## src/rtl/prim_mst_vtx_mem.sv

```systemverilog
// ---------------------------------------------------------------------------
// prim_mst_vtx_mem
// per-vertex record store: best key, parent and parent tree rank
// ---------------------------------------------------------------------------
`timescale 1ns / 1ps
`default_nettype none

module prim_mst_vtx_mem #(
  parameter int unsigned DEPTH = 32,
  parameter int unsigned DW    = 24,
  parameter int unsigned AW    = $clog2(DEPTH)
) (
  input  wire logic          clk_i,
  input  wire logic          we_i,
  input  wire logic [AW-1:0] waddr_i,
  input  wire logic [DW-1:0] wdata_i,
  input  wire logic          re_i,
  input  wire logic [AW-1:0] raddr_i,
  output logic      [DW-1:0] rdata_o
);

  logic [DW-1:0] mem [DEPTH];

  always_ff @(posedge clk_i) begin
    if (we_i) begin
      mem[waddr_i] <= wdata_i;
    end
    if (re_i) begin
      rdata_o <= mem[raddr_i];
    end
  end

endmodule

`default_nettype wire

```

## config.mk

```make
export PLATFORM = sky130hd
export DESIGN_NAME = prim_mst_vtx_mem
export DESIGN_NICKNAME = d
export VERILOG_FILES = /design/src/rtl/prim_mst_vtx_mem.sv
export SDC_FILE = /design/constraint.sdc
export NUM_CORES = 1
export LEC_CHECK = 0
export BUFFER_PORTS_ARGS = -buffer_cell sky130_fd_sc_hd__buf_2
export CAP_MARGIN = 20
export CORE_ASPECT_RATIO = 0.9
export CORE_UTILIZATION = 56
export DETAILED_ROUTE_END_ITERATION = 10
export PLACE_DENSITY = 0.83
export SETUP_SLACK_MARGIN = 0.05
export SLEW_MARGIN = 15
export SYNTH_ARGS = -nofsm -noshare
export SYNTH_HDL_FRONTEND = slang
export SYNTH_SLANG_ARGS = --single-unit
```

## constraint.sdc

```tcl
create_clock -name clk_i -period 2.1 [get_ports clk_i]
set_input_delay 0.105 -clock clk_i [delete_from_list [all_inputs] [get_ports clk_i]]
set_output_delay 0.105 -clock clk_i [all_outputs]
set_load 0.005 [all_outputs]
```

# Word level (Yosys, flattened, before mapping)

Memory sizes are Yosys's and may differ from the RTL's. A register that Yosys moved wholly into a read port is not among the register bits.
Cells that the tools add are included.

Flip-flop bits (word level): 0
Memories: 1
Memory bits (writable): 768
Logic and storage cells: 3

Mux-type cells: 2

Memory list:

| name | depth | width | rd ports | clocked after Yosys merged registers in | write ports | RTL line | text |
|---|---|---|---|---|---|---|---|
| mem  | 32    | 24    | 1        | 1                                       | 1           | 22       | `logic [DW-1:0] mem [DEPTH];` |

Operators by type and width:

| operator         | number |
|---|---|
| 1-bit 2-to-1 mux | 2 |

# Logic depth before layout (Yosys ltp)

Word-level depth: 2
Mapped depth: 8

# Worst setup path after synthesis

OpenSTA, ideal clock, no wires.

Path kind: input port to flip-flop
From: input waddr_i[1]
To: memory mem[12][0] (enable)
Arrival: 1,787 ps
Setup slack: -92 ps
Cell stages on the path: 3
Data required time: 1,695 ps
Path through: or3b_2 > clkbuf_1 > nor2_1

RTL lines:

| what        | RTL line | text |
|---|---|---|
| from (decl) | 15       | `input wire logic [AW-1:0] waddr_i,` |
| to (decl)   | 22       |  |

No word-level cell before the write port.

==> metrics.md <==
| Metric | Value |
|---|---|
| Status | `complete, no violations` |
| First-pass GRT wire length | `109000 um` |
| Synth top area cells | `edfxtp_1 77%, mux2i_1 13%, a22oi_1 1.8%` |
| Port buffer count | `60` |
| Root Driver | `clkbuf_16` |
| Clk_lat worst skew | `620 ps` |
| FF-to-FF path depth | `6` |
| Register area share after synthesis | `0.774` |
| Relative slew slack | `0.574` |
| 1st-iter DRT viols | `2193` |
| Yosys reg bits | `792` |
| Area taken by multi-input logic gates | `6510 um2` |
| Mapped cell area | `30700 um2` |
| Yosys warns | `0` |
| Most frequent cells in the layout | `792 x edfxtp_1, 384 x mux2i_1, 81 x clkbuf_16` |
| Routed wire per std cell | `28.2 um` |
| Vias in the first global route | `17.2k` |
| Clock Skews | `16.2 ps` |
| Via-per-instance ratio | `6.46` |
| Switching share of power | `0.205` |
| Cell count after synthesis | `1711` |
| Cell taking the most area after synthesis | `edfxtp_1` |
| Bufs on Longest Clock Path | `3` |
| CTS tree | `built` |
| Die Area | `55800 um2` |
| DRT Pass-1 Iters | `5` |
| Fin crit share | `0.762` |
| Drc violations | `0` |
| Finished Core Util | `0.652` |
| Post-layout nets | `1903` |
| Top cell type's share of synthesized area | `0.774` |
| Clk sinks | `792` |
| Post-DRT Antenna Nets | `0` |
| Comb power frac | `0.053` |
| Reg power frac | `0.529` |
| Distinct cells, synth | `23` |
| Pre-CTS setup slack | `127 ps` |
| Initial Util | `0.567` |
| Worst-path clk slew | `60 ps` |
| Endpoints failing setup | `0` |
| Clock buffer count from CTS | `77` |
| Die width | `249 um` |
| Crit end category | `flip-flop` |
| Clock share of power | `0.418` |
| CP max FO | `2` |
| CP arrival | `1940 ps` |
| Die Y | `224 um` |
| Pin count of the biggest net entering global routing | `43` |
| Detailed-route via count | `17.0k` |
| Layout cells sized above 1 | `0.161` |
| P_leak | `0.0124 uW` |
| Gr usage total | `0.267` |
| Area growth syn-to-layout | `15.1%` |
| Hold path depth | `1` |
| Initial antenna violation count | `5` |
| Slew @ Worst Pin | `639 ps` |
| Post-Route WL | `74100 um` |
| Syn Area/Cell | `18.0 um2` |
| Post-route setup slack | `499 ps` |
| Syn_nets | `1748` |
| Rows | `81` |
| Max Cap Viol | `0` |
| Register area | `23800 um2` |
| Minimum clock period | `1600 ps` |
| Gpl congestion | `0.827` |
| CP Data Required Time | `2440 ps` |
| RSZ-0062 raised after global routing | `false` |
| Ports | `61` |
| H-tree Lvls | `3` |
| Number of fillers in the final layout | `3324` |
| Commonest non-fill, non-tap cell in the layout | `edfxtp_1` |
| HP Class | `in2reg` |
| Max Clock Freq | `625 MHz` |
| Internal power | `26600 uW` |
| Half-perimeter wire length after placement | `41100 um` |
| Psw | `6880 uW` |
| VDD IR max | `0.594 mV` |
| Overflow after GRT | `0` |
| Final Hold Fails | `0` |
| CP Class | `reg2reg` |
| P per Cell Area | `947 nW/um2` |
| CP startpoint kind | `flip-flop` |
| Final Max Slew Viols | `0` |
| Core area | `54200 um2` |
flip-flops by register name, summed over array words and instances (netlist names):
signal	cells
rdata_o	24
mem	768
timing repair:
item                      in CTS  in global routing
hold buffers                  10                  0
resized for setup              0                  0
buffers inserted               0                  0
hold endpoints to repair     271                  0
metal layers:
metal,vias to the layer above,global-route usage,wire length [um]
li1,7124,-,-
met1,8449,0.345,26900
met2,1164,0.439,35900
met3,232,0.0525,8070
met4,2,0.132,3260
met5,-,0,8
worst paths after layout:
kind | slack (ps) | to | startpoint
hold reg to reg | 690 | rdata_o[18] | mem[10][18]
setup / recovery | 500 | rdata_o[0] | mem[3][0]
setup reg to reg | 500 | rdata_o[0] | mem[3][0]
hold / removal | 30 | mem[12][16] | wdata_i[16]
final cells by class:
type                    count  share of cell area
diodes                      3            0.000212
clock buffers              93              0.0586
clock inverters            41              0.0134
multi-input cells         821               0.184
flip-flops and latches    792               0.672
well taps                 705              0.0249
repair buffers            174              0.0464
logic make-up after synthesis:
kind of cell           Yosys count  synth area share
AND/OR/NAND/NOR                221            0.0327
multiplexers                   384             0.125
flip-flops                     792             0.774
AO/OA/AOI/OAI                  216            0.0479
buffers and inverters           98            0.0202
stage by stage:
| stage | setup TNS (ps) | cell area [um2] | hold slack, ps | power (uW) | cells |
|---|---|---|---|---|---|
| final | 0 | 35400 | 30.3 | 33500 | 2629 |
| after detailed placement | 0 | 32700 | 499 | 19700 | 2482 |
| after CTS | 0 | 35400 | 0.360 | 33600 | 2626 |
| after global routing | 0 | 35400 | 25.2 | 34300 | 2628 |
| after floorplan | -16990 | 30700 | 204 | 19000 | 1711 |
| after global placement | 0 | 32700 | 501 | 19700 | 2482 |
critical path: stages, from the launching register on:
cell,delay (ps)
edfxtp_1,390
mux2i_1,210
a22o_1,170
nor3_1,80
a31oi_1,190
buf_4,180
nand3_1,110
synth_stat cells:
master    instances
a21oi_1          72
a22o_1           48
a22oi_1          72
a31oi_1          24
and2_1            1
buf_1             4
buf_2            29
buf_4            13
buf_6            22
clkbuf_1         29
clkbuf_4          1
edfxtp_1        792
mux2i_1         384
nand2_1          74
nand2b_1          2
nand3_1          74
nand3b_1          5
nor2_1           34
nor2b_1           2
nor3_1           24
or2_1             1
or3_1             1
or3b_2            3
power groups by stage:
stage                     logic, uW  registers [uW]  clock network [uW]
after floorplan                 926           18000                   0
after global placement         1620           18000                   0
after detailed placement       1690           18100                   0
after CTS                      1730           17700               14100
after global routing           1850           17700               14700
final                          1760           17700               14000
No activity file was read; power rests on OpenSTA's default activity.
