**src/rtl/prim_mst_pkg.sv**
```systemverilog
// ---------------------------------------------------------------------------
// prim_mst_pkg
// shared constants and types of the minimum spanning tree core
// ---------------------------------------------------------------------------
`timescale 1ns / 1ps
`default_nettype none

package prim_mst_pkg;

  localparam int unsigned KEY_W = 14;
  localparam logic [KEY_W-1:0] WEIGHT_LIMIT = 14'd10000;

  localparam int unsigned VNUM_W = 6;
  localparam logic [VNUM_W-1:0] VCOUNT_RST = 6'd32;

  localparam int unsigned OUT_TDATA_W = 16;

  typedef struct packed {
    logic [VNUM_W-1:0] low_vertex;
    logic [VNUM_W-1:0] high_vertex;
    logic              last_edge;
    logic              disconnected;
  } out_item_t;

endpackage

`default_nettype wire

```
**src/rtl/prim_mst_out.sv**
```systemverilog
// ---------------------------------------------------------------------------
// prim_mst_out
// result register stage driving the master stream
// ---------------------------------------------------------------------------
`timescale 1ns / 1ps
`default_nettype none

module prim_mst_out
  import prim_mst_pkg::*;
(
  input  wire logic                   clk_i,
  input  wire logic                   rst_ni,
  input  wire logic                   item_valid_i,
  input  wire out_item_t              item_i,
  output logic                        item_ready_o,
  output logic                        m_axis_tvalid,
  input  wire logic                   m_axis_tready,
  output logic      [OUT_TDATA_W-1:0] m_axis_tdata,  // low_vertex, high_vertex, zero pad
  output logic                        m_axis_tlast,
  output logic                        m_axis_tuser   // disconnected
);

  logic      valid_q, valid_d;
  out_item_t item_q;

  assign item_ready_o = !valid_q || m_axis_tready;

  always_comb begin
    valid_d = valid_q;
    if (item_ready_o) begin
      valid_d = item_valid_i;
    end
  end

  always_ff @(posedge clk_i or negedge rst_ni) begin
    if (!rst_ni) begin
      valid_q <= 1'b0;
    end else begin
      valid_q <= valid_d;
    end
  end

  always_ff @(posedge clk_i) begin
    if (item_ready_o && item_valid_i) begin
      item_q <= item_i;
    end
  end

  assign m_axis_tvalid = valid_q;
  assign m_axis_tdata  = {(OUT_TDATA_W - 2 * VNUM_W)'(0), item_q.high_vertex, item_q.low_vertex};
  assign m_axis_tlast  = item_q.last_edge;
  assign m_axis_tuser  = item_q.disconnected;

endmodule

`default_nettype wire

```
**config.mk**
```make
export PLATFORM = sky130hd
export DESIGN_NAME = prim_mst_out
export DESIGN_NICKNAME = d
export VERILOG_FILES = /design/src/rtl/prim_mst_pkg.sv /design/src/rtl/prim_mst_out.sv
export SDC_FILE = /design/constraint.sdc
export NUM_CORES = 1
export LEC_CHECK = 0
export ABC_AREA = 1
export BUFFER_PORTS_ARGS = -buffer_cell sky130_fd_sc_hd__buf_4
export CAP_MARGIN = 25
export CORE_MARGIN = 1
export CORE_UTILIZATION = 36
export DETAILED_ROUTE_END_ITERATION = 8
export PLACE_DENSITY_LB_ADDON = 0.1
export RECOVER_POWER = 50
export SYNTH_ARGS = -nofsm -noshare
export SYNTH_HDL_FRONTEND = slang
export SYNTH_SLANG_ARGS = --single-unit
```
**constraint.sdc**
```tcl
create_clock -name clk_i -period 1.9 [get_ports clk_i]
set_input_delay 0.095 -clock clk_i [delete_from_list [all_inputs] [get_ports clk_i]]
set_output_delay 0.095 -clock clk_i [all_outputs]
set_load 0.05 [all_outputs]
```
### Word-level counts from Yosys, hierarchy flattened

Cells that the tools add are included.

* bits in registers: 15
* logic and storage cells: 8
* output and inout port bits: 20

* reductions and logical operators: 3

Operators by type and width (count)
* $logic_and A1 B1 Y1: 1
* $logic_not A1 Y1: 1
* $logic_or A1 B1 Y1: 1

### Longest topological paths before layout

Gate-level depths: netlist of the first run.

* depth in word-level cells: 3
* gate-level depth with buffers: 3
* mapped depth without buffers: 3

### Worst setup path before layout of the first run

No wires, ideal clock.

* path type: register -> register
* start: register valid_q (netlist: m_axis_tvalid)
* end: register item_q (netlist bit m_axis_tdata[0]) (enable)
* cell stages (with the launch flop): 2
* clock period less this slack: 1.780 ns
* setup slack: 0.120 ns
* data arrival time: 1.390 ns
* cells stage by stage: dfrtp_1 -> a21oi_1

* cells in the longest elaborated chain, start to end: 3

Ends and longest elaborated chain
* from (decl): line prim_mst_out.sv:23 `logic valid_q, valid_d;`
* from (signal assigned): line prim_mst_out.sv:39 `valid_q <= valid_d;`
* $logic_not A1 Y1: line prim_mst_out.sv:26 `assign item_ready_o = !valid_q || m_axis_tready;`
* $logic_or A1 B1 Y1: line prim_mst_out.sv:26
* $logic_and A1 B1 Y1: line prim_mst_out.sv:44 `if (item_ready_o && item_valid_i) begin`
* to (signal assigned): line prim_mst_out.sv:45 `item_q <= item_i;`
* to (decl): line prim_mst_out.sv:24 `out_item_t item_q;`

Every way passes these cells.
A chain may end at the register's enable or synchronous reset.

### Worst setup path in the final report of the first run

* start: register item_q (netlist bit m_axis_tdata[2])
* end: output m_axis_tdata[2]

RTL lines
* to (decl): line prim_mst_out.sv:18 `output logic [OUT_TDATA_W-1:0] m_axis_tdata,`

No word-level cell between the ends.

==> flow_results.org, run 1 <==
** Run status
- The flow ran to the end, and the final reports show no timing, DRC or antenna violations.

** Critical path
- Measured in cells, the most critical reg-to-reg path has a length of 2.
- The number of buffers and inverters on the critical path is 1.
- The largest single stage delay on the critical path is 0.47 ns.
- Crit path launch type :: flop
- Launch instance of the worst register-to-register path :: m_axis_tvalid$_DFFE_PN0P_
- Data on the critical path is required at its endpoint by 1.80 ns.
- Data arrives at the worst endpoint at 1.07 ns.
- STA classifies the critical path endpoint as an output port.
- Setup slack on the worst flop-to-flop path :: about 0.82 ns
- The worst register-to-register path ends at m_axis_tdata[6]$_DFFE_PP_.
- The signal on the critical path passes through clkbuf_1.
- Crit path depth :: 1
- The kind of cell with the highest combined delay along the critical path is buffers and inverters.
- On the critical path, the stage with the largest delay is an instance of sky130_fd_sc_hd__clkbuf_1.
- Largest fanout of any net on the critical path :: 1
- The setup path with the least slack is of type reg -> out.

** GRT
- Global-route total usage across every layer :: 13.19%
- Entering global routing, the biggest net connects 15 pins.
- Initial antenna violation count :: 0
- Via count of the first global-routing pass :: 295
- Wire length of the first global-routing pass :: 1.200 mm
- Global routing finished with a remaining overflow of 0.

** CTS
- Buffer type at the clock tree root :: sky130_fd_sc_hd__clkbuf_4
- Worst-path clk slew :: 0.08 ns
- Clock latency of the later-clocked register in the worst-skew pair :: 0.28 ns
- TritonCTS built the clock tree.
- Total number of H-tree levels :: 1
- Counting every sink on the clock net gives 15.
- Buffers inserted during clock tree synthesis total 3.
- Post-CTS repair changed the size of 0 cells.
- No sink is reached through more buffers than the 2 on the longest clock path.

** Die
- Area of the die :: approximately 1500 sq um
- Initial Util :: 38.37%
- The initialized floorplan defines 13 standard-cell rows.
- In this run the vertical extent of the chip is 39.24 microns.
- The die is approximately 40 microns wide.
- Top Ports :: 38
- Core outline area :: 1301 sq um

** Drt
- The final route contains 365 vias.
- Mean number of vias per cell :: 3.967
- Average wire length per cell after detail routing :: 9.467 microns
- For this run, the detailed router's first-pass iteration total came to 2.
- For this run, design rule violations remaining after detail routing come to 0.
- Number of violations reported at the end of detailed-routing iteration 0 :: 1
- DRT Wirelength :: 871 microns
- In this run the remaining antenna-violating nets after routing total 0.

** Placement
- After legalization and detailed placement, the total HPWL measured roughly 610 microns.
- Number of buffer cells added on primary ports :: 33
- At the end of routability-driven placement, the weighted congestion stood at around 0.57.

** Cells and area
- Post-synthesis to final-layout area growth :: 81.20%
- The final layout contains 96 nets.
- Diodes inserted :: 0
- Commonest cells after routing, fill and taps aside :: sky130_fd_sc_hd__clkbuf_4, sky130_fd_sc_hd__dlygate4sd3_1, sky130_fd_sc_hd__edfxtp_1
- Register area :: 445.4 sq um
- Post-layout utilization of the core :: 69.52%
- Fraction of layout instances using a drive strength above 1 :: 38.96%
- Fill cells in the final layout number about 110.
- Area of the multi-input gates :: ~28 sq um
- Leading cell type in the layout, fill and taps excluded :: sky130_fd_sc_hd__clkbuf_4

** Timing
- In this run the tightest slew margin relative to its limit is 59.83%.
- Setup violators final :: 0
- RSZ-0062 raised after global routing :: false
- After layout, the worst path uses approximately three fifths of the clock period.
- On the final layout, the worst clock skew is 0.004024 ns.
- The worst path needs around 1.2 ns of the cycle, external delays included.
- Highest Clock Rate :: approximately 850 MHz
- In the final timing run, aggregate negative setup slack is 0 ns.
- Max Slew Vio Count :: 0
- The final hold violation count came to 0.
- Worst-margin pin slew :: 0.6051 ns

** Logic synthesis
- Warning count from the yosys run :: 0
- Area share of the leading cell type in the synthesized netlist :: 84.21%
- Summing the sequential cell areas from Yosys gives approximately nine tenths of the chip area.
- Cell type contributing the most total cell area after synthesis :: sky130_fd_sc_hd__edfxtp_1
- Number of different library cells in the post-synthesis netlist :: 7
- Flip-flop and latch count after synthesis :: 15
- In this run the mean area of a mapped cell was around 20 sq um.
- In this run the cell area of the synthesized design comes to 499.2 sq um.
- Instance count of the mapped netlist :: 25
- By area the synthesized netlist is led by sky130_fd_sc_hd__edfxtp_1, sky130_fd_sc_hd__buf_4, sky130_fd_sc_hd__dfrtp_1.

** Power and ir drop
- Leakage component of the power :: 0.3873 nW
- Across the VDD grid, the largest voltage drop is 0.4900 mV.
- In this run the power density over the cells is between 800 and 900 nW/um^2.

** Job
- Max-cap violations in this run came to 0.

** Hold path
- In this run the most critical hold path is launched from item_valid_i.
- The worst hold path terminates at m_axis_tvalid$_DFFE_PN0P_.
- Hold/Removal Path Class :: in -> reg
- Number of cells traversed by the worst hold path :: 3
final cells by class:
class                   count  area share [%]
repair buffers             49           41.91
multi-input cells           7           3.043
well taps                  15           2.075
clock buffers               4           2.905
inverters                   2          0.8299
flip-flops and latches     15           49.24
stage by stage:
stage / worst slack, ns / std cells / power [mW] / hold WS, ns / cell area, sq um
2_1_floorplan: 0.1203 / 28 / 0.4956 / -0.2006 / 510.5
3_3_place_gp: 0.8549 / 73 / 0.5466 / -0.1286 / 754.5
3_5_place_dp: 0.8267 / 73 / 0.5476 / -0.1265 / 754.5
4_1_cts: 0.8163 / 92 / 0.7474 / 0.005715 / 930.9
5_1_grt: 0.6970 / 92 / 0.7610 / 0.01617 / 904.6
6_report: 0.7303 / 92 / 0.7301 / 0.01398 / 904.6
where the power goes:
part | leakage, nW | internal [mW] | switching, mW
logic | 0.228 | 0.0594 | 0.108
registers | 0.144 | 0.383 | 0.00477
clock network | 0.0150 | 0.0814 | 0.0942
cell usage after synthesis:
| library cell | count |
|---|---|
| sky130_fd_sc_hd__conb_1 | 1 |
| sky130_fd_sc_hd__dfrtp_1 | 1 |
| sky130_fd_sc_hd__buf_4 | 4 |
| sky130_fd_sc_hd__edfxtp_1 | 14 |
| sky130_fd_sc_hd__a21oi_1 | 1 |
| sky130_fd_sc_hd__nand2_1 | 2 |
| sky130_fd_sc_hd__inv_1 | 2 |
worst reg2reg max path: stages (launching register included):
cell and delay [ns]:
sky130_fd_sc_hd__dfrtp_1 0.40, sky130_fd_sc_hd__a21oi_1 0.15, sky130_fd_sc_hd__buf_4 0.23
registers in the layout (all words and copies together), names as in the netlist:
name           count
m_axis_tvalid      1
m_axis_tlast       1
m_axis_tdata      12
m_axis_tuser       1
metal layers:
| layer | up-vias | global-route usage [%] | part of all wire (%) |
|---|---|---|---|
| li1 | 182 | - | - |
| met5 | - | 0 | 0 |
| met3 | 2 | 5.202 | 10 |
| met1 | 158 | 15.27 | 39 |
| met4 | 0 | 10.34 | 0.92 |
| met2 | 23 | 19.17 | 50 |
worst max path at each step:
stage / start / end / slack, ns
after global routing: m_axis_tdata[6]$_DFFE_PP_ / m_axis_tdata[6] / 0.70
after detailed placement: m_axis_tvalid$_DFFE_PN0P_ / m_axis_tlast$_DFFE_PP_ / 0.83
final: m_axis_tdata[2]$_DFFE_PP_ / m_axis_tdata[2] / 0.73
after CTS: m_axis_tvalid$_DFFE_PN0P_ / m_axis_tdata[6]$_DFFE_PP_ / 0.82
after global placement: m_axis_tvalid$_DFFE_PN0P_ / m_axis_tdata[0]$_DFFE_PP_ / 0.85
after floorplan: m_axis_tvalid$_DFFE_PN0P_ / m_axis_tdata[0]$_DFFE_PP_ / 0.12
repair_timing:
item,in CTS,in global routing
endpoints found under the setup margin,0,0
hold buffers,15,0
buffers inserted,0,0
hold endpoints to repair,15,0
kinds of logic after synthesis:
kind of cell           after synthesis  synth area share [%]
and+or+nand+nor                      2                 1.504
DFF                                 15                 89.22
buffers and inverters                6                 7.520
AOI/OAI and AO/OA                    1                 1.002
other                                1                0.7512
(Power assumes the default switching activity.)
==> inputs of run 2 (changes only) <==
==> constraint.sdc (replaced) <==
create_clock -name clk_i -period 1.1 [get_ports clk_i]
set_input_delay 0.055 -clock clk_i [delete_from_list [all_inputs] [get_ports clk_i]]
set_output_delay 0.055 -clock clk_i [all_outputs]
set_load 0.05 [all_outputs]
==> flow_results.org, run 2 (synthesis gave the netlist of run 1 again) <==
** Run status
- Outcome :: finished, final reports clean

** Timing
- Derived from the worst setup path, the maximum achievable clock frequency is ~960 MHz.
- Smallest setup slack after layout :: 0.05402 ns (-0.6763 ns)
- The final hold slack came to 0.007986 ns (-0.005997 ns).
- RSZ-0062 raised after global routing :: false
- Setup violators final :: 0 (unchanged)
- The setup clock skew after layout is 0.004742 ns (+0.0007174 ns).
- The final hold violation count is 0 (unchanged).
- Time the final worst path needs with I/O delays and setup :: about 1.0 ns
- The worst path uses between 90% and 100% of the clock period.
- The final number of max-transition violations was 0 (unchanged).

** Critical path
- The worst-case register-to-register setup slack is 0.08 ns (-0.74 ns).
- WS Path Type :: reg -> out
- The worst setup path is captured at an output port.
- The cell depth of the worst flop-to-flop path was 2 (unchanged).
- Tracing the worst setup path back leads to its startpoint at m_axis_tvalid$_DFFE_PN0P_.
- The required arrival time at the worst endpoint is 1.04 ns (-0.76 ns).
- In this run the critical register-to-register path is captured at m_axis_tdata[6]$_DFFE_PP_.
- The worst setup path is launched from a flop.
- The critical-path maximum fanout was 3 (+2).
- In this run the critical register-to-register path is launched from m_axis_tvalid$_DFFE_PN0P_.
- The arrival time of the worst setup path was 0.99 ns (-0.08 ns).

** Placement
- The worst setup slack after placement came to 0.08668 ns (-0.7401 ns).
- The half-perimeter wire length after placement was 697.7 microns (+15%).
- Global placer's final weighted congestion :: 0.5246 (-7.7%)
- The count of buffers inserted at the top-level ports is 33 (unchanged).

** Power and ir drop
- Total chip power :: 1.276 mW (+75%)
- Reg power frac :: 52.6% (-0.5 points)
- Share of total power in the clock network :: 23.4% (-0.7 points)
- The net switching fraction of the power is 28.20% (-0.11 points).
- The leakage power summed over all cells came to 0.4127 nW (+6.6%).
- P_sw :: 359.9 uW (+74%)
- Power Density :: 1360 nW/um^2 (+68%)
- The maximum resistive drop on vdd is 0.7792 mV (+59%).
- Cell-internal power :: 916.2 uW (+75%)
- Comb pwr share :: 23.9% (+1.0 points)

** Die
- The starting utilization of the core area is 38.37% (unchanged).
- The floorplan row count came to 13 (unchanged).
- X dimension of the die :: 39.24 microns (unchanged)
- Die height :: 39.24 microns (unchanged)
- The core area came to 1301 sq um (unchanged).
- The number of placed I/O pins came to 38 (unchanged).
- The die footprint is 1540 sq um (unchanged).

** CTS
- TritonCTS clock tree :: built
- Total number of H-tree levels :: 1 (unchanged)
- The maximum number of buffers from clock root to sink is 2 (unchanged).
- The register clock-pin slew on the reported worst setup and hold paths was 0.08 ns (about the same).
- The cell sitting at the root of the clock tree is a sky130_fd_sc_hd__clkbuf_4.
- Number of gates resized after CTS :: 0 (unchanged)
- The total number of clock tree sinks came to 15 (unchanged).
- Clock latency of the later-clocked register in the worst-skew pair :: 0.27 ns (about the same)
- TritonCTS buffer count :: 3 (unchanged)
- Post-CTS repair timing setup buffer count :: 0 (unchanged)

** GRT
- Via count of the first global-routing pass :: 335 (+14%)
- Global-route total usage across every layer :: 13.99% (+0.79 points)
- Global Route met2 Usage :: 25.00% (+5.8 points)
- The residual overflow from global routing is 0 (unchanged).
- Gr busiest metal :: met2
- The largest net degree at the start of global routing came to 15 (unchanged).
- GR Util met3 :: 3.468% (-1.7 points)
- The met1 global-route usage was 14.66% (-0.61 points).
- Wire length of the first global-routing pass :: 1.352 mm (+13%)
- The initial antenna violation count came to 0 (unchanged).

** Hold path
- Endpoint of the worst hold-timing path :: m_axis_tvalid$_DFFE_PN0P_
- The number of cells on the worst hold path came to 3 (unchanged).
- Hold/Removal Path Class :: in -> reg
- The startpoint identified for the worst hold timing path is item_valid_i.

** Job
- The number of violations of the max-capacitance limit is 0 (unchanged).

** Drt
- The routed via count divided by cell count is 3.978 (+0.27%).
- The number of DRC violations after detailed routing came to 0 (unchanged).
- The total length of routed wires came to 1.003 mm (+15%).
- Count of TritonRoute iterations in the first routing pass :: 2 (unchanged)
- The post-route antenna net violation count was 0 (unchanged).
- The average routed wire per standard cell is 10.90 microns (+15%).
- Number of violations reported at the end of detailed-routing iteration 0 :: 2 (+1)
- The via count came to 366 (+0.27%).

** Cells and area
- The library cells used most frequently in the layout, excluding fill and tap cells, are sky130_fd_sc_hd__clkbuf_4, sky130_fd_sc_hd__dlygate4sd3_1, sky130_fd_sc_hd__edfxtp_1.
- The fraction of layout instances using a drive strength above 1 was 50.65% (+12 points).
- # nets final :: 96 (unchanged)
- Post-layout utilization of the core :: 72.12% (+2.6 points)
- Compared with the post-synthesis result, the final layout area differs by 87.97%.
- Diodes inserted :: 0 (unchanged)
- Leading cell type in the layout, fill and taps excluded :: sky130_fd_sc_hd__clkbuf_4
- The number of flip-flops in the largest register came to 12 (unchanged).
run 2: cell counts in the layout (fill, tap and decap cells not counted):
Identical to the previous run, type by type.
run 2: worst max-delay path, cell delays in order, from the launching register on:
cell and delay [ns]:
sky130_fd_sc_hd__dfrtp_2 0.43, sky130_fd_sc_hd__nand2_1 0.09, sky130_fd_sc_hd__buf_4 0.20
run 2: timing repair:
action	4_1_cts	5_1_grt
hold buffers	15	0
setup endpoints to repair	0	0
hold endpoints to repair	15	0
run 2: routing by layer:
metal	wire, microns	share of wire [%]
met5	0	0
met4	0	0
met3	67	6.7
met2	588	59
met1	348	35
run 2: power groups by stage:
stage	clock [mW]	sequential [mW]	combinational, mW
finish	0.299	0.672	0.305
global route	0.335	0.674	0.319
CTS	0.306	0.672	0.318
detailed placement	0	0.685	0.275
global placement	0	0.684	0.271
floorplan	0	0.793	0.0686
run 2: area by class of cell:
| class | instances | area, sq um |
|---|---|---|
| fillers | 95 | 362.8 |
| well taps | 15 | 18.77 |
| flip-flops and latches | 15 | 446.7 |
| inverters | 2 | 7.507 |
| multi-input cells | 7 | 38.79 |
| clock buffers | 4 | 26.28 |
| repair buffers | 49 | 400.4 |
run 2: worst max-delay path by stage:
stage	end	slack, ns	cells after the start
after global placement	m_axis_tdata[0]$_DFFE_PP_	0.1	2
final	item_ready_o	0.05	2
after CTS	item_ready_o	0.04	2
after detailed placement	m_axis_tdata[0]$_DFFE_PP_	0.09	2
after floorplan	m_axis_tdata[0]$_DFFE_PP_	-0.12	1
after global routing	item_ready_o	0.01	2
run 2: metrics by stage:
stage                     TNS [ns]  cells  area [sq um]
after global placement           0     73         779.5
after floorplan             -1.677     28         523.0
final                            0     92         938.4
after detailed placement         0     73         779.5
after global routing             0     92         938.4
after CTS                        0     92         955.9
==> inputs of run 3 (changes only) <==
--- a/config.mk
+++ b/config.mk
@@ -9,7 +9,7 @@
 export BUFFER_PORTS_ARGS = -buffer_cell sky130_fd_sc_hd__buf_4
 export CAP_MARGIN = 25
 export CORE_MARGIN = 1
-export CORE_UTILIZATION = 36
+export CORE_UTILIZATION = 33
 export DETAILED_ROUTE_END_ITERATION = 8
 export PLACE_DENSITY_LB_ADDON = 0.1
 export RECOVER_POWER = 50
==> constraint.sdc (replaced) <==
create_clock -name clk_i -period 0.9 [get_ports clk_i]
set_input_delay 0.045 -clock clk_i [delete_from_list [all_inputs] [get_ports clk_i]]
set_output_delay 0.045 -clock clk_i [all_outputs]
set_load 0.05 [all_outputs]
==> flow_results.org, run 3 (synthesis gave the netlist of run 1 again) <==
** Die
- The y dimension of the die was 40.90 microns (+4.2%).
- Top Ports :: 38 (unchanged)
- X dimension of the die :: 40.90 microns (+4.2%)
- The floorplan row count is 13 (unchanged).
- The starting utilization of the core area came to 36.98% (-1.4 points).
- The core area was 1350 sq um (+3.7%).
- Area of the die :: 1672 sq um (+8.6%)

** Drt
- The via count came to 368 (+0.55%).
- The number of DRC violations after detailed routing is 0 (unchanged).
- DRT Wirelength :: 1.002 mm (about the same)
- The DRC violation total after the first TritonRoute iteration came to 3 (+1).
- The routed via count divided by cell count was 3.957 (-0.53%).
- Count of TritonRoute iterations in the first routing pass :: 2 (unchanged)
- The average routed wire per standard cell was 10.77 microns (-1.2%).
- The post-route antenna net violation count was 0 (unchanged).

** Critical path
- Stage delay of the slowest cell on the critical path :: 0.43 ns (about the same)
- The largest individual stage delay along the critical path comes from the cell sky130_fd_sc_hd__dfrtp_2.
- Reg2reg path depth :: 2 (unchanged)
- Type of destination of the critical path :: output port
- Launch instance of the worst register-to-register path :: m_axis_tvalid$_DFFE_PN0P_
- WS Path Type :: reg -> out
- CP Cell Sequence :: buf_6 > nand2_4 > buf_8
- Data required time at the worst endpoint :: 0.85 ns (-0.19 ns)
- CP top delay family :: flip-flops
- The worst setup path is launched from a flop.
- Setup slack on the worst flop-to-flop path :: -0.12 ns (-0.20 ns)
- Endpoint of the worst-slack reg-to-reg timing path :: m_axis_tdata[7]$_DFFE_PP_
- Crit path arrival time :: 1.03 ns (+0.04 ns)
- Number of buffer and inverter instances along the worst setup path :: 2 (+1)
- The critical-path maximum fanout was 2 (-1).

** GRT
- The largest net degree at the start of global routing is 15 (unchanged).
- The global routing usage summed across all routing layers is 13.57% (-0.41 points).
- Wire length of the first global-routing pass :: 1.393 mm (+3.0%)
- Total congestion overflow after global routing :: 0 (unchanged)
- The via count of the first global-routing pass was 353 (+5.4%).
- Initial antenna violation count :: 0 (unchanged)

** Cells and area
- The number of flip-flops in the largest register was 12 (unchanged).
- Diodes inserted :: 0 (unchanged)
- The final net count came to 97 (+1.0%).
- The fraction of layout instances using a drive strength above 1 came to 52.56% (+1.9 points).
- Number of fill cells in the layout :: 83 (-13%)
- In the layout the commonest cells are sky130_fd_sc_hd__dlygate4sd3_1, sky130_fd_sc_hd__edfxtp_1, sky130_fd_sc_hd__buf_6.
- Area of all placed cells without fillers :: 1031 sq um (+9.9%)
- The library cell used most frequently in the layout, excluding fill and tap cells, is sky130_fd_sc_hd__dlygate4sd3_1.
- Post-layout utilization of the core :: 76.37% (+4.3 points)
- Post-synthesis to final-layout area growth :: 106.5%

** CTS
- Sinks on Clock Net :: 15 (unchanged)
- CTS placed an instance of sky130_fd_sc_hd__clkbuf_4 at the clock tree root.
- Total number of H-tree levels :: 1 (unchanged)
- TritonCTS buffer count :: 3 (unchanged)
- TritonCTS clock tree :: built
- The maximum number of buffers from clock root to sink is 2 (unchanged).
- Clock latency of the later-clocked register in the worst-skew pair :: 0.26 ns (about the same)
- The register clock-pin slew on the reported worst setup and hold paths is 0.08 ns (about the same).

** Hold path
- In this run the most critical hold path is launched from item_valid_i.
- Number of cells traversed by the worst hold path :: 3 (unchanged)
- Hold/Removal Path Class :: in -> reg
- The worst hold path terminates at m_axis_tvalid$_DFFE_PN0P_.

** Power and ir drop
- The leakage power summed over all cells was 0.4470 nW (+8.3%).
- Maximum vdd drop :: 0.9862 mV (+27%)
- Power Density :: 1550 nW/um^2 (+14%)

** Placement
- Number of buffer cells added on primary ports :: 33 (unchanged)
- Global placer's final weighted congestion :: 0.5623 (+7.2%)
- The placed cell area was 787.0 sq um (+0.96%).
- The half-perimeter wire length after placement came to 669.9 microns (-4.0%).
- Setup Slack @ Placement :: -0.09996 ns (-0.1866 ns)

** Timing
- Highest Clock Rate :: just over 900 MHz
- The sum of negative setup slack came to -1.916 ns (-1.916 ns).
- Smallest setup slack after layout :: -0.1708 ns (-0.2249 ns)
- Max Slew Vio Count :: 0 (unchanged)
- The worst path uses 119.0% of the clock period.
- RSZ-0062 raised after global routing :: true
- Time the final worst path needs with I/O delays and setup :: 1.071 ns
- The setup clock skew after layout came to 0.001324 ns (-0.003418 ns).
- The setup violation total in the final timing report was 16 (+16).
- The final hold slack is 0.01189 ns (+0.003904 ns).
- The final hold violation count was 0 (unchanged).

** Job
- Max-cap check violation count :: 0 (unchanged)

** Run status
- Outcome :: finished with violations
- The checks that failed: negative setup slack.
## run 3: changes by cell type in the layout (fill, tap and decap cells not counted)
cell	delta
sky130_fd_sc_hd__buf_4	-2
sky130_fd_sc_hd__clkbuf_4	-5
sky130_fd_sc_hd__buf_8	+1
sky130_fd_sc_hd__buf_6	+14
sky130_fd_sc_hd__nand2_1	-1
sky130_fd_sc_hd__nand2_4	+1
sky130_fd_sc_hd__clkbuf_2	-7
## run 3: per-stage QoR
step / total power, mW / instances
CTS: 1.596 / 93
global route: 1.665 / 93
floorplan: 1.053 / 28
finish: 1.598 / 93
global placement: 1.175 / 74
detailed placement: 1.178 / 74
## run 3: worst max path at each step
stage                                    from                   endpoint  slack [ns]  cells after the start
floorplan           m_axis_tvalid$_DFFE_PN0P_  m_axis_tdata[0]$_DFFE_PP_       -0.32                      1
global placement    m_axis_tvalid$_DFFE_PN0P_  m_axis_tdata[8]$_DFFE_PP_       -0.09                      2
detailed placement  m_axis_tvalid$_DFFE_PN0P_  m_axis_tdata[3]$_DFFE_PP_        -0.1                      2
CTS                 m_axis_tvalid$_DFFE_PN0P_               item_ready_o       -0.18                      3
global route        m_axis_tvalid$_DFFE_PN0P_               item_ready_o       -0.20                      3
finish              m_axis_tvalid$_DFFE_PN0P_               item_ready_o       -0.17                      3
## run 3: worst reg2reg max path: stages, from the launching register on
cell                      delay, ns
sky130_fd_sc_hd__dfrtp_2       0.43
sky130_fd_sc_hd__a21oi_4       0.15
sky130_fd_sc_hd__buf_12        0.16
## run 3: power by group
group,switching (mW),leakage (nW),internal [mW]
logic,0.239,0.289,0.181
clock network,0.179,0.0150,0.171
registers,0.0182,0.143,0.809
## run 3: final cells by class
class | instances | area, sq um | share of cell area, %
clock buffers | 4 | 26.28 | 2.549
multi-input cells | 7 | 46.29 | 4.490
repair buffers | 50 | 485.5 | 47.09
inverters | 2 | 7.507 | 0.7282
well taps | 15 | 18.77 | 1.820
flip-flops and latches | 15 | 446.7 | 43.33
## run 3: metal layers
| layer | vias up | global-route usage, % | wire, microns |
|---|---|---|---|
| met5 | - | 0 | 0 |
| met4 | 0 | 7.500 | 10 |
| met3 | 2 | 3.261 | 71 |
| met2 | 18 | 22.66 | 563 |
| met1 | 163 | 15.83 | 357 |
| li1 | 185 | - | - |
## run 3: repair_timing
item,in CTS,in global routing
gates resized for setup,7,11
setup buffers,0,0
hold buffers,15,0
endpoints found under the hold margin,15,0
setup endpoints to repair,18,27
